--- src/rtl/core/krt_pkg.sv ---
// ----------------------------------------------------------------------------
// krt_pkg: shared types and codes for the keyed record table
// Entry layout, operation and status codes, table sizing.
// ----------------------------------------------------------------------------
package krt_pkg;

   localparam int CAPACITY = 16;
   localparam int IDX_W    = $clog2(CAPACITY);
   localparam int CNT_W    = $clog2(CAPACITY + 1);

   // operation codes
   localparam logic [2:0] OP_ADD       = 3'd0;
   localparam logic [2:0] OP_LOOKUP    = 3'd1;
   localparam logic [2:0] OP_READ      = 3'd2;
   localparam logic [2:0] OP_REMOVE    = 3'd3;
   localparam logic [2:0] OP_OLDER     = 3'd4;
   localparam logic [2:0] OP_SMALLEST  = 3'd5;

   // status codes
   localparam logic [2:0] ST_APPENDED  = 3'd0;
   localparam logic [2:0] ST_UPDATED   = 3'd1;
   localparam logic [2:0] ST_EVICTED   = 3'd2;
   localparam logic [2:0] ST_HIT       = 3'd3;
   localparam logic [2:0] ST_MISS      = 3'd4;

   typedef struct packed {
      logic [15:0] id;
      logic [31:0] recnum;
      logic [31:0] arrival;
   } entry_type;

   // per cell control from the sequencer
   typedef struct packed {
      logic wr;
      logic shift;
   } cell_ctl_type;

endpackage

--- src/rtl/core/krt_if.sv ---
// ----------------------------------------------------------------------------
// krt_req_if / krt_rsp_if: request and result channels
// Valid/ready channels carrying the table request and its result.
// ----------------------------------------------------------------------------
interface krt_req_if;
   logic        valid;
   logic        ready;
   logic [2:0]  operation;
   logic [15:0] entry_id;
   logic [31:0] record_number;
   logic [31:0] arrival_time;
   logic [3:0]  slot_index;
   logic [31:0] cutoff_time;

   modport source (output valid, operation, entry_id, record_number, arrival_time,
                   slot_index, cutoff_time, input ready);
   modport sink   (input valid, operation, entry_id, record_number, arrival_time,
                   slot_index, cutoff_time, output ready);
endinterface

interface krt_rsp_if;
   logic        valid;
   logic        ready;
   logic [2:0]  status;
   logic [15:0] out_id;
   logic [31:0] out_record_number;
   logic [31:0] out_arrival_time;
   logic [4:0]  removed_count;
   logic [4:0]  occupancy;

   modport source (output valid, status, out_id, out_record_number, out_arrival_time,
                   removed_count, occupancy, input ready);
   modport sink   (input valid, status, out_id, out_record_number, out_arrival_time,
                   removed_count, occupancy, output ready);
endinterface

--- src/rtl/core/krt_cell.sv ---
// ----------------------------------------------------------------------------
// krt_cell: one table slot
// Holds one record; loads new data or takes its upper neighbour's record.
// ----------------------------------------------------------------------------
module krt_cell (
   input  logic                  clock,
   input  krt_pkg::cell_ctl_type ctl,
   input  krt_pkg::entry_type    wr_data,
   input  krt_pkg::entry_type    nbr_data,
   output krt_pkg::entry_type    data
);
   import krt_pkg::*;

   entry_type data_ff;
   entry_type data_in;

   // write wins, else close the gap from the neighbour
   always_comb begin
      priority if (ctl.wr) begin
         data_in = wr_data;
      end else if (ctl.shift) begin
         data_in = nbr_data;
      end else begin
         data_in = data_ff;
      end
   end

   always_ff @(posedge clock) begin
      data_ff <= data_in;
   end

   assign data = data_ff;

endmodule

--- src/rtl/core/keyed_record_table_core.sv ---
// ----------------------------------------------------------------------------
// keyed_record_table_core: keyed record table with smallest eviction
// Row of slot cells plus a sequencer that walks them in insertion order.
// ----------------------------------------------------------------------------
// Usage: a request on req_bus carries an operation and its operands; one
// result per request comes back on rsp_bus. csr_wr_en/csr_wr_data set the
// number of slots in use and must only be written while the block is idle.
// The sequencer walks the slots one per cycle, while the result register is
// free or being taken, through a single read port on the cell row; removal
// closes the gap by shifting the row, every cell at or above the removed slot
// taking its upper neighbour's record. An add to a full table that finds no
// matching id walks twice, the second walk finding the smallest record number
// to evict. One request is in flight at a time.
// The result waits in an output register; a new request is taken as soon as
// the walk ends, and a walk that finishes while the result is still held
// stalls until the receiver takes it.
// Reset empties the table and sets the slots in use to the full capacity;
// stored records are not cleared.
// ----------------------------------------------------------------------------
module keyed_record_table_core (
   input  logic       clock,
   input  logic       reset,
   input  logic       csr_wr_en,
   input  logic [4:0] csr_wr_data,
   krt_req_if.sink    req_bus,
   krt_rsp_if.source  rsp_bus
);
   import krt_pkg::*;

   localparam logic [1:0] SQ_IDLE  = 2'd0;
   localparam logic [1:0] SQ_SCAN  = 2'd1;
   localparam logic [1:0] SQ_SMALL = 2'd2;

   logic [1:0]       state_ff, state_in;
   logic [4:0]       cap_ff, cap_in;
   logic [CNT_W-1:0] count_ff, count_in;
   logic [CNT_W-1:0] ptr_ff, ptr_in;
   logic [CNT_W-1:0] rc_ff, rc_in;
   logic [IDX_W-1:0] best_pos_ff, best_pos_in;
   entry_type        best_ff, best_in;

   // latched request
   logic [2:0]       op_ff;
   logic [15:0]      id_ff;
   logic [31:0]      rn_ff, at_ff, cut_ff;
   logic [3:0]       slot_ff;

   // result register
   logic             rsp_valid_ff, rsp_valid_in;
   logic [2:0]       rsp_status_ff;
   entry_type        rsp_entry_ff;
   logic [4:0]       rsp_rc_ff, rsp_occ_ff;

   entry_type        cell_q [CAPACITY];
   cell_ctl_type     cell_ctl [CAPACITY];
   entry_type        wr_data, cur;
   logic             wr_en, shift_en, fin, go, in_range, accept;
   logic [IDX_W-1:0] pos;
   logic [2:0]       res_status;
   entry_type        res_entry;
   logic [CNT_W-1:0] res_rc;
   logic [CNT_W-1:0] eff_cap;

   assign accept        = req_bus.valid && req_bus.ready;
   assign req_bus.ready = (state_ff == SQ_IDLE);
   assign go            = !rsp_valid_ff || rsp_bus.ready;
   assign cur           = cell_q[ptr_ff[IDX_W-1:0]];
   assign in_range      = ptr_ff < count_ff;
   assign wr_data       = '{id: id_ff, recnum: rn_ff, arrival: at_ff};

   // effective slots in use, clamped to 1..CAPACITY
   always_comb begin
      priority if (cap_ff == 5'd0) begin
         eff_cap = CNT_W'(1);
      end else if (32'(cap_ff) > CAPACITY) begin
         eff_cap = CNT_W'(CAPACITY);
      end else begin
         eff_cap = CNT_W'(cap_ff);
      end
   end

   // cell row
   for (genvar g = 0; g < CAPACITY; g++) begin : g_cell
      entry_type nbr;
      if (g == CAPACITY - 1) begin : g_top
         assign nbr = cell_q[g];
      end else begin : g_mid
         assign nbr = cell_q[g+1];
      end
      assign cell_ctl[g].wr    = wr_en && (pos == IDX_W'(g));
      assign cell_ctl[g].shift = shift_en && (pos <= IDX_W'(g));
      krt_cell u_cell (
         .clock    (clock),
         .ctl      (cell_ctl[g]),
         .wr_data  (wr_data),
         .nbr_data (nbr),
         .data     (cell_q[g])
      );
   end

   // sequencer
   always_comb begin
      state_in    = state_ff;
      count_in    = count_ff;
      ptr_in      = ptr_ff;
      rc_in       = rc_ff;
      best_in     = best_ff;
      best_pos_in = best_pos_ff;
      wr_en       = 1'b0;
      shift_en    = 1'b0;
      pos         = ptr_ff[IDX_W-1:0];
      fin         = 1'b0;
      res_status  = ST_MISS;
      res_entry   = '0;
      res_rc      = '0;
      unique case (state_ff)
         SQ_IDLE: begin
            if (accept) begin
               rc_in    = '0;
               ptr_in   = (req_bus.operation == OP_READ) ? CNT_W'(req_bus.slot_index) : '0;
               state_in = (req_bus.operation == OP_SMALLEST) ? SQ_SMALL : SQ_SCAN;
            end
         end
         SQ_SCAN: begin
            if (go) begin
               unique case (op_ff)
                  OP_ADD, OP_LOOKUP, OP_REMOVE: begin
                     if (!in_range) begin
                        if (op_ff != OP_ADD) begin
                           fin = 1'b1;
                        end else if (count_ff < eff_cap) begin
                           wr_en      = 1'b1;
                           pos        = count_ff[IDX_W-1:0];
                           count_in   = count_ff + 1'b1;
                           res_status = ST_APPENDED;
                           fin        = 1'b1;
                        end else begin
                           ptr_in   = '0;
                           state_in = SQ_SMALL;
                        end
                     end else if (cur.id == id_ff) begin
                        fin = 1'b1;
                        if (op_ff == OP_ADD) begin
                           wr_en      = 1'b1;
                           res_status = ST_UPDATED;
                        end else begin
                           res_status = ST_HIT;
                           res_entry  = cur;
                           if (op_ff == OP_REMOVE) begin
                              shift_en = 1'b1;
                              count_in = count_ff - 1'b1;
                           end
                        end
                     end else begin
                        ptr_in = ptr_ff + 1'b1;
                     end
                  end
                  OP_READ: begin
                     fin = 1'b1;
                     if (in_range) begin
                        res_status = ST_HIT;
                        res_entry  = cur;
                     end
                  end
                  OP_OLDER: begin
                     if (!in_range) begin
                        fin        = 1'b1;
                        res_rc     = rc_ff;
                        res_status = (rc_ff != '0) ? ST_HIT : ST_MISS;
                     end else if (cur.arrival < cut_ff) begin
                        shift_en = 1'b1;
                        count_in = count_ff - 1'b1;
                        rc_in    = rc_ff + 1'b1;
                     end else begin
                        ptr_in = ptr_ff + 1'b1;
                     end
                  end
                  default: begin
                     fin = 1'b1;
                  end
               endcase
            end
         end
         SQ_SMALL: begin
            if (go) begin
               if (in_range) begin
                  if (ptr_ff == '0 || cur.recnum < best_ff.recnum) begin
                     best_in     = cur;
                     best_pos_in = ptr_ff[IDX_W-1:0];
                  end
                  ptr_in = ptr_ff + 1'b1;
               end else begin
                  fin = 1'b1;
                  pos = best_pos_ff;
                  if (op_ff == OP_ADD) begin
                     wr_en      = 1'b1;
                     res_status = ST_EVICTED;
                  end else if (count_ff != '0) begin
                     shift_en   = 1'b1;
                     count_in   = count_ff - 1'b1;
                     res_status = ST_HIT;
                     res_entry  = best_ff;
                  end
               end
            end
         end
         default: begin
            state_in = SQ_IDLE;
         end
      endcase
      if (fin) begin
         state_in = SQ_IDLE;
      end
   end

   // result register handshake
   always_comb begin
      rsp_valid_in = rsp_valid_ff;
      if (rsp_bus.ready) begin
         rsp_valid_in = 1'b0;
      end
      if (fin) begin
         rsp_valid_in = 1'b1;
      end
   end

   assign cap_in = csr_wr_en ? csr_wr_data : cap_ff;

   // control state
   always_ff @(posedge clock) begin
      if (reset) begin
         state_ff     <= SQ_IDLE;
         count_ff     <= '0;
         cap_ff       <= 5'd16;
         rsp_valid_ff <= 1'b0;
      end else begin
         state_ff     <= state_in;
         count_ff     <= count_in;
         cap_ff       <= cap_in;
         rsp_valid_ff <= rsp_valid_in;
      end
   end

   // walk registers and request operands
   always_ff @(posedge clock) begin
      ptr_ff      <= ptr_in;
      rc_ff       <= rc_in;
      best_ff     <= best_in;
      best_pos_ff <= best_pos_in;
      if (accept) begin
         op_ff   <= req_bus.operation;
         id_ff   <= req_bus.entry_id;
         rn_ff   <= req_bus.record_number;
         at_ff   <= req_bus.arrival_time;
         slot_ff <= req_bus.slot_index;
         cut_ff  <= req_bus.cutoff_time;
      end
      if (fin) begin
         rsp_status_ff <= res_status;
         rsp_entry_ff  <= res_entry;
         rsp_rc_ff     <= 5'(res_rc);
         rsp_occ_ff    <= 5'(count_in);
      end
   end

   assign rsp_bus.valid             = rsp_valid_ff;
   assign rsp_bus.status            = rsp_status_ff;
   assign rsp_bus.out_id            = rsp_entry_ff.id;
   assign rsp_bus.out_record_number = rsp_entry_ff.recnum;
   assign rsp_bus.out_arrival_time  = rsp_entry_ff.arrival;
   assign rsp_bus.removed_count     = rsp_rc_ff;
   assign rsp_bus.occupancy         = rsp_occ_ff;

   // read slot request keeps its slot in the walk pointer
   a_read_ptr: assert property (@(posedge clock) disable iff (reset)
      state_ff == SQ_SCAN && op_ff == OP_READ |-> ptr_ff == CNT_W'(slot_ff))
      else $error("read slot pointer lost");

   a_count_max: assert property (@(posedge clock) disable iff (reset)
      32'(count_ff) <= CAPACITY)
      else $error("entry count above capacity");

   a_occ_track: assert property (@(posedge clock) disable iff (reset)
      rsp_valid_ff |-> rsp_occ_ff == 5'(count_ff))
      else $error("reported occupancy differs from entry count");

   a_accept_busy: assert property (@(posedge clock) disable iff (reset)
      accept |=> state_ff != SQ_IDLE)
      else $error("accepted request did not start a walk");

endmodule
--- src/flat_wrapper.sv ---
// flat-port wrapper written by rule: the top's interface ports become plain ports
module keyed_record_table_core_flat import krt_pkg::*;
  (clock, reset, csr_wr_en, csr_wr_data, req_bus_valid, req_bus_operation, req_bus_entry_id, req_bus_record_number, req_bus_arrival_time, req_bus_slot_index, req_bus_cutoff_time, req_bus_ready, rsp_bus_valid, rsp_bus_status, rsp_bus_out_id, rsp_bus_out_record_number, rsp_bus_out_arrival_time, rsp_bus_removed_count, rsp_bus_occupancy, rsp_bus_ready);
  krt_req_if req_bus_i ();
  krt_rsp_if rsp_bus_i ();
  input  logic clock;
  input  logic reset;
  input  logic csr_wr_en;
  input  logic [4:0] csr_wr_data;
  input wire logic [$bits(req_bus_i.valid)-1:0] req_bus_valid;
  input wire logic [$bits(req_bus_i.operation)-1:0] req_bus_operation;
  input wire logic [$bits(req_bus_i.entry_id)-1:0] req_bus_entry_id;
  input wire logic [$bits(req_bus_i.record_number)-1:0] req_bus_record_number;
  input wire logic [$bits(req_bus_i.arrival_time)-1:0] req_bus_arrival_time;
  input wire logic [$bits(req_bus_i.slot_index)-1:0] req_bus_slot_index;
  input wire logic [$bits(req_bus_i.cutoff_time)-1:0] req_bus_cutoff_time;
  output wire logic [$bits(req_bus_i.ready)-1:0] req_bus_ready;
  output wire logic [$bits(rsp_bus_i.valid)-1:0] rsp_bus_valid;
  output wire logic [$bits(rsp_bus_i.status)-1:0] rsp_bus_status;
  output wire logic [$bits(rsp_bus_i.out_id)-1:0] rsp_bus_out_id;
  output wire logic [$bits(rsp_bus_i.out_record_number)-1:0] rsp_bus_out_record_number;
  output wire logic [$bits(rsp_bus_i.out_arrival_time)-1:0] rsp_bus_out_arrival_time;
  output wire logic [$bits(rsp_bus_i.removed_count)-1:0] rsp_bus_removed_count;
  output wire logic [$bits(rsp_bus_i.occupancy)-1:0] rsp_bus_occupancy;
  input wire logic [$bits(rsp_bus_i.ready)-1:0] rsp_bus_ready;
  assign req_bus_i.valid = req_bus_valid;
  assign req_bus_i.operation = req_bus_operation;
  assign req_bus_i.entry_id = req_bus_entry_id;
  assign req_bus_i.record_number = req_bus_record_number;
  assign req_bus_i.arrival_time = req_bus_arrival_time;
  assign req_bus_i.slot_index = req_bus_slot_index;
  assign req_bus_i.cutoff_time = req_bus_cutoff_time;
  assign req_bus_ready = req_bus_i.ready;
  assign rsp_bus_valid = rsp_bus_i.valid;
  assign rsp_bus_status = rsp_bus_i.status;
  assign rsp_bus_out_id = rsp_bus_i.out_id;
  assign rsp_bus_out_record_number = rsp_bus_i.out_record_number;
  assign rsp_bus_out_arrival_time = rsp_bus_i.out_arrival_time;
  assign rsp_bus_removed_count = rsp_bus_i.removed_count;
  assign rsp_bus_occupancy = rsp_bus_i.occupancy;
  assign rsp_bus_i.ready = rsp_bus_ready;
  keyed_record_table_core u_core (.clock(clock), .reset(reset), .csr_wr_en(csr_wr_en), .csr_wr_data(csr_wr_data), .req_bus(req_bus_i), .rsp_bus(rsp_bus_i));
endmodule
--- config.mk ---
export PLATFORM = sky130hd
export DESIGN_NAME = keyed_record_table_core_flat
export DESIGN_NICKNAME = d
export VERILOG_FILES = /design/src/rtl/core/krt_pkg.sv /design/src/rtl/core/krt_if.sv /design/src/rtl/core/krt_cell.sv /design/src/rtl/core/keyed_record_table_core.sv /design/src/flat_wrapper.sv
export SDC_FILE = /design/constraint.sdc
export NUM_CORES = 2
export LEC_CHECK = 0
export BUFFER_PORTS_ARGS = -buffer_cell sky130_fd_sc_hd__buf_2
export CAP_MARGIN = 20
export CELL_PAD_IN_SITES_DETAIL_PLACEMENT = 2
export CELL_PAD_IN_SITES_GLOBAL_PLACEMENT = 2
export CORE_MARGIN = 1
export CORE_UTILIZATION = 43
export DETAILED_ROUTE_END_ITERATION = 7
export GPL_ROUTABILITY_DRIVEN = 0
export PLACE_DENSITY = 0.83
export SYNTH_ARGS = -nofsm -noshare
export SYNTH_HDL_FRONTEND = slang
export SYNTH_SLANG_ARGS = --single-unit
--- constraint.sdc ---
create_clock -name clock -period 13.7 [get_ports clock]
set_clock_uncertainty 0.05 [all_clocks]
set_input_delay 2.74 -clock clock [delete_from_list [all_inputs] [get_ports clock]]
set_output_delay 2.74 -clock clock [all_outputs]
set_load 0.1 [all_outputs]
After elaboration in Yosys (flattened, before gate mapping)
Index checks and enable logic that the tools add are counted.
{ "classes": {"n_addsub": 4, "multipliers": 0, "div": 0, "magnitude_cmp": 21, "eq_ne": 41, "shifts": 0, "n_mux": 144, "bitwise": 5, "n_reduce_logical": 68} }
{ "op_table": {"columns": ["operator", "n"], "rows": [
  ["two-way mux 80 bit", 41],
  ["binary-select mux 80 bit (select 4 bit)", 1],
  ["case mux 80 bit (2 select lines)", 2],
  ["two-way mux 5 bit", 30],
  ["less-than comparator 32 bit", 2],
  ["case mux 5 bit (2 select lines)", 4],
  ["two-way mux 3 bit", 12],
  ["nonzero test 2 bit", 17],
  ["== test 4 bit, second input constant", 8],
  ["logical AND 1 bit", 32],
  ["two-way mux 4 bit", 8],
  ["less-or-equal comparator 4 bit, second input constant", 7],
  ["two-way mux 1 bit", 28],
  ["== test 16 bit", 1],
  ["== test 4 x 3 -> 1 bit, second input constant", 4],
  ["less-or-equal comparator 4 x 3 -> 1 bit, second input constant", 4],
  ["two-way mux 2 bit", 8],
  ["adder 5 x 1 -> 5 bit, second input constant", 3],
  ["case mux 5 bit (3 select lines)", 1],
  ["!= test 2 x 1 -> 1 bit, second input constant", 6],
  ["AND reduction 11 bit", 1],
  ["zero test 5 bit", 2],
  ["less-than comparator 5 bit", 2],
  ["!= test 2 bit, second input constant", 5],
  ["other kinds (36)", 54]
]} }
{ "word_totals": {"register_bits": 1595, "latchBits": 0, "ram_bits": 0, "rom_bits": 0, "inputBits": 129, "out_inout_bits": 95, "mem_count": 0} }

Depth between registers and ports, before layout
{ "logic_depth": {"word_depth": 14, "mapped_depth": 22} }

Modules after synthesis
A second synthesis with hierarchy kept.
{ "hier_totals": {"cells_unflattened": 4352, "area_unflattened_um2": 84400.9} }
{ "modules_own_cells": {"columns": ["mod", "instances", "cells_per_inst", "area_per_inst_um2", "seq_area_each_um2"], "rows": [
  ["krt_cell", 16, 170, 3777.4, 2402.3],
  ["keyed_record_table_core", 1, 1632, 23963.0, 9328.9]
]} }

Worst setup path before layout
OpenSTA, ideal clock, no wires.
{ "synth_timing": {"kind": "register -> register", "from": "register u_core.ptr_ff[0]", "to": "register u_core.best_ff[0] (netlist bit), enable pin", "setup_time_ps": 733, "arrival_ps": 13013, "required_time_ps": 12917, "path_slack_ps": -96, "stages_incl_launch_ff": 22, "n_path_buf": 8, "cell_sequence": "edfxtp_1 > buf_2 > buf_4 > buf_4 > buf_4 > buf_4 > clkbuf_1 > clkbuf_1 > clkbuf_1 > mux4_2 > mux4_2 > ha_1 > a21o_1 > a21o_1 > a21o_1 > a21oi_1 > nor2b_1 > o21ai_0 > nand2b_1 > a21oi_1 > o2111ai_1 > nor4_1"} }
{ "synth_lines": {"columns": ["item", "line", "text"], "rows": [
  ["start: declaration", "keyed_record_table_core.sv:37", "logic [CNT_W-1:0] ptr_ff, ptr_in;"],
  ["start signal: assignment", "keyed_record_table_core.sv:246", "ptr_ff <= ptr_in;"],
  ["end signal: assignment", "keyed_record_table_core.sv:248", "best_ff <= best_in;"],
  ["end: declaration", "keyed_record_table_core.sv:40", "entry_type best_ff, best_in;"]
]} }

==> results.sh <==
export IMPL_post_synth_cell_area_avg_um2=17.3
export IMPL_fmax_mhz=113
export IMPL_whs_ps=483
export IMPL_postCtsSetupRepairBufs=0
export IMPL_worstPathMaxFanout=95
export IMPL_first_global_vias=51254
export IMPL_overflow=0
export IMPL_slowest_delay_ps=910
export IMPL_pwr_share_clk_pct=28.1
export IMPL_row_count=155
export IMPL_r2r_start="u_core.ptr_ff[0]"
export IMPL_cts_reportedPaths_clkPinSlew_ps=60
export IMPL_end_kind="flip-flop"
export IMPL_synth_top_area_share_pct=61.2
export IMPL_synth_nets=4689
export IMPL_die_h_um=427
export IMPL_drive_gt1_share_pct=44.4
export IMPL_io_pins=224
export IMPL_grt_usage_pct=30.6
export IMPL_critPathBufInv=4
export IMPL_ys_seq_elements=1595
export IMPL_power_internal_mw=10.3
export IMPL_wl_um=281000
export IMPL_antenna_found_initial=6
export IMPL_ys_seq_area_share_pct=61.6
export IMPL_clock_sinks=1595
export IMPL_ir_drop_mv=0.159
export IMPL_drv_cap=0
export IMPL_area_delta_synth_final_pct=11.2
export IMPL_worst_pin_slew_ps=1200
export IMPL_dpl_worst_slack_ps=4630
export IMPL_post_cts_resized=0
export IMPL_synth_cells=4480
export IMPL_maxSlewViolCount=0
export IMPL_arrival_ps=9240
export IMPL_routed_via_count=47280
export IMPL_setup_viol=0
export IMPL_setup_slack_ps=4850
export IMPL_numCtsBuffers=175
export IMPL_min_delay_start="u_core.state_ff[0]"
export IMPL_portBuffers=223
export IMPL_async_flop_share_pct=0
export IMPL_final_antenna_net_count=0
export IMPL_synthTopCellsByCount="edfxtp_1 (1582), mux2_2 (1156), mux4_2 (357), clkbuf_1 (194), nor2_1 (127)"
export IMPL_crit_slowest_cell="buf_4"
export IMPL_wl_per_cell_um=39.6
export IMPL_ctsHoldBuffers=0
export IMPL_vias_per_cell=6.66
export IMPL_die_width_um=427
export IMPL_grt_start_max_net_pins=129
export IMPL_hold_viol=0
export IMPL_yosys_area_top_type="edfxtp_1"
export IMPL_setup_tns_ps=0
export IMPL_postLayoutCoreUtil_pct=48.2
export IMPL_finalCriticalPeriod_ps=8850
export IMPL_worstPathCellList="buf_12 > buf_12 > mux4_2 > mux4_2 > ha_1 > a211oi_1 > o21ai_0 > o211ai_1 > a211o_1 > nand3_1 > nor3_1 > a21oi_1 > o21a_1 > or2_2 > o21ai_4 > buf_4 > buf_4"
export IMPL_firstDrtPassIters=5
export IMPL_yosys_warnings=0
export IMPL_worstSetupStartpointType="flip-flop"
export IMPL_switching_power_mw=6.33
export IMPL_required_ps=14100
export IMPL_clk_latency_ps=890
export IMPL_cp_top_family="buffers and inverters"
export IMPL_clockBufferDepth=3
export IMPL_drc=0
export IMPL_drt_initial_drc_count=5570
export IMPL_outcome="complete, no violations"
export IMPL_htree_num_levels=4
export IMPL_dpl_hpwl_um=161000
export IMPL_worstHoldPathType="reg -> reg"
export IMPL_powerDensity_nw_per_um2=192
export IMPL_p_comb_share_pct=33.3
export IMPL_tritoncts="done"
export IMPL_max_slew_margin_rel_pct=19.6
export IMPL_synth_edff_count=1582
export IMPL_synthTopCellsByArea="edfxtp_1 (61%), mux2_2 (17%), mux4_2 (10%)"
export IMPL_leakage_nw=28.2
export IMPL_fill_cells=16021
export IMPL_switching_share_pct=38.2
export IMPL_ys_types=71
export IMPL_cp_startpoint="u_core.ptr_ff[0]"
export IMPL_grt_pass1_wl_um=397000
export IMPL_nNetsFinal=4815
export IMPL_crit_type="reg -> reg"
export IMPL_core_area_um2=179000
export IMPL_rsz0062_at_grt="no"
export IMPL_initial_core_util_pct=43.4
export IMPL_dieArea_um2=182000
export IMPL_sequentialPowerShare_pct=38.6
export IMPL_yosysMostFrequentCell="edfxtp_1"
export IMPL_syn_area_um2=77600
export IMPL_post_route_period_util_pct=64.6
export IMPL_ys_dominant_reg_cell="edfxtp_1"
export IMPL_root_buffer="clkbuf_16"
[path summary, 6_finish.rpt]
path	endpoint	slack (ps)	cells past startpoint
hold reg to reg	u_core.state_ff[0]	480	2
setup reg to reg	u_core.g_cell[0].u_cell.data[54]	4850	17
hold / removal	u_core.state_ff[0]	480	2
setup / recovery	u_core.g_cell[0].u_cell.data[54]	4850	17
[per-stage QoR]
| stage | total power [mW] | cell area (um2) | std cells |
|---|---|---|---|
| floorplan | 10.0 | 77600 | 4480 |
| global placement | 11.5 | 80800 | 6781 |
| detailed placement | 11.8 | 80800 | 6781 |
| CTS | 16.6 | 86200 | 7094 |
| global route | 17.0 | 86300 | 7097 |
| finish | 16.6 | 86300 | 7100 |
[area by class of cell]
| type | count | area (um2) | area share, % |
|---|---|---|---|
| repair buffers | 317 | 1890 | 2.20 |
| inverters | 82 | 315 | 0.365 |
| flip-flops and latches | 1595 | 47800 | 55.4 |
| clock buffers | 224 | 4670 | 5.41 |
| clock inverters | 89 | 742 | 0.860 |
| well taps | 2355 | 2950 | 3.42 |
| multi-input cells | 2435 | 27900 | 32.4 |
| diodes | 3 | 7.51 | 0.00870 |
[metal layers]
layer | vias up | track usage (%) | part of all wire (%)
met5 | - | 0 | 0.016
met4 | 6 | 15.3 | 5.3
met3 | 731 | 5.12 | 7.2
met2 | 2792 | 51.5 | 50
met1 | 25498 | 38.0 | 38
li1 | 18253 | - | -
[kinds of logic after synthesis]
kind of cell | Yosys count | share of synthesized area [%]
adders and majority gates | 80 | 1.29
AOI/OAI and AO/OA | 316 | 2.88
buffers and inverters | 450 | 2.81
DFF | 1595 | 61.6
and+or+nand+nor | 373 | 2.29
xor gates and xnor gates | 23 | 0.260
muxes | 1643 | 28.9
[state kept, by name, summed over array words and instances, names as in the netlist]
register                          flops
u_core.rsp_bus.occupancy              5
u_core.rsp_bus.status                 3
u_core.at_ff                         32
u_core.cut_ff                        32
u_core.best_ff                       80
u_core.ptr_ff                         5
u_core.rsp_bus.out_id                16
u_core.rsp_bus.out_record_number     32
u_core.op_ff                          3
u_core.state_ff                       2
u_core.rn_ff                         32
u_core.rc_ff                          5
u_core.cap_ff                         5
u_core.g_cell.u_cell.data          1280
u_core.rsp_bus.removed_count          5
u_core.best_pos_ff                    4
u_core.rsp_bus.valid                  1
u_core.rsp_bus.out_arrival_time      32
u_core.count_ff                       5
u_core.id_ff                         16
[power by group through the flow]
stage / combinational [mW] / clock (mW) / sequential [mW]
global placement: 5.10 / 0 / 6.40
finish: 5.53 / 4.66 / 6.40
detailed placement: 5.35 / 0 / 6.46
global route: 5.71 / 4.85 / 6.44
floorplan: 2.90 / 0 / 7.15
CTS: 5.48 / 4.72 / 6.39
[worst min-delay path, stage by stage, from the launching register on]
cell      delay (ps)
dfxtp_1          340
nand2_1           80
a211oi_1          60
[placed cells by master (no fill, tap or decap), types with 8 or more instances in the layout]
cell	n
edfxtp_1	1582
mux2_2	1156
mux4_2	357
buf_2	224
clkbuf_16	180
nor2_1	125
a22oi_1	102
buf_4	87
mux2i_1	82
nand2_1	80
inv_1	80
ha_1	80
a21oi_1	57
clkinv_1	51
mux2_1	48
clkbuf_1	44
o21ai_0	36
nand3_1	34
a21o_1	24
clkinv_2	21
nand4_1	19
and2_1	18
nor2b_1	17
dfxtp_1	13
nand2b_1	12
xor2_1	12
nor3_1	12
xnor2_1	11
o211ai_1	8
or3_1	8
Note: power is estimated with default switching activity, not from simulation.
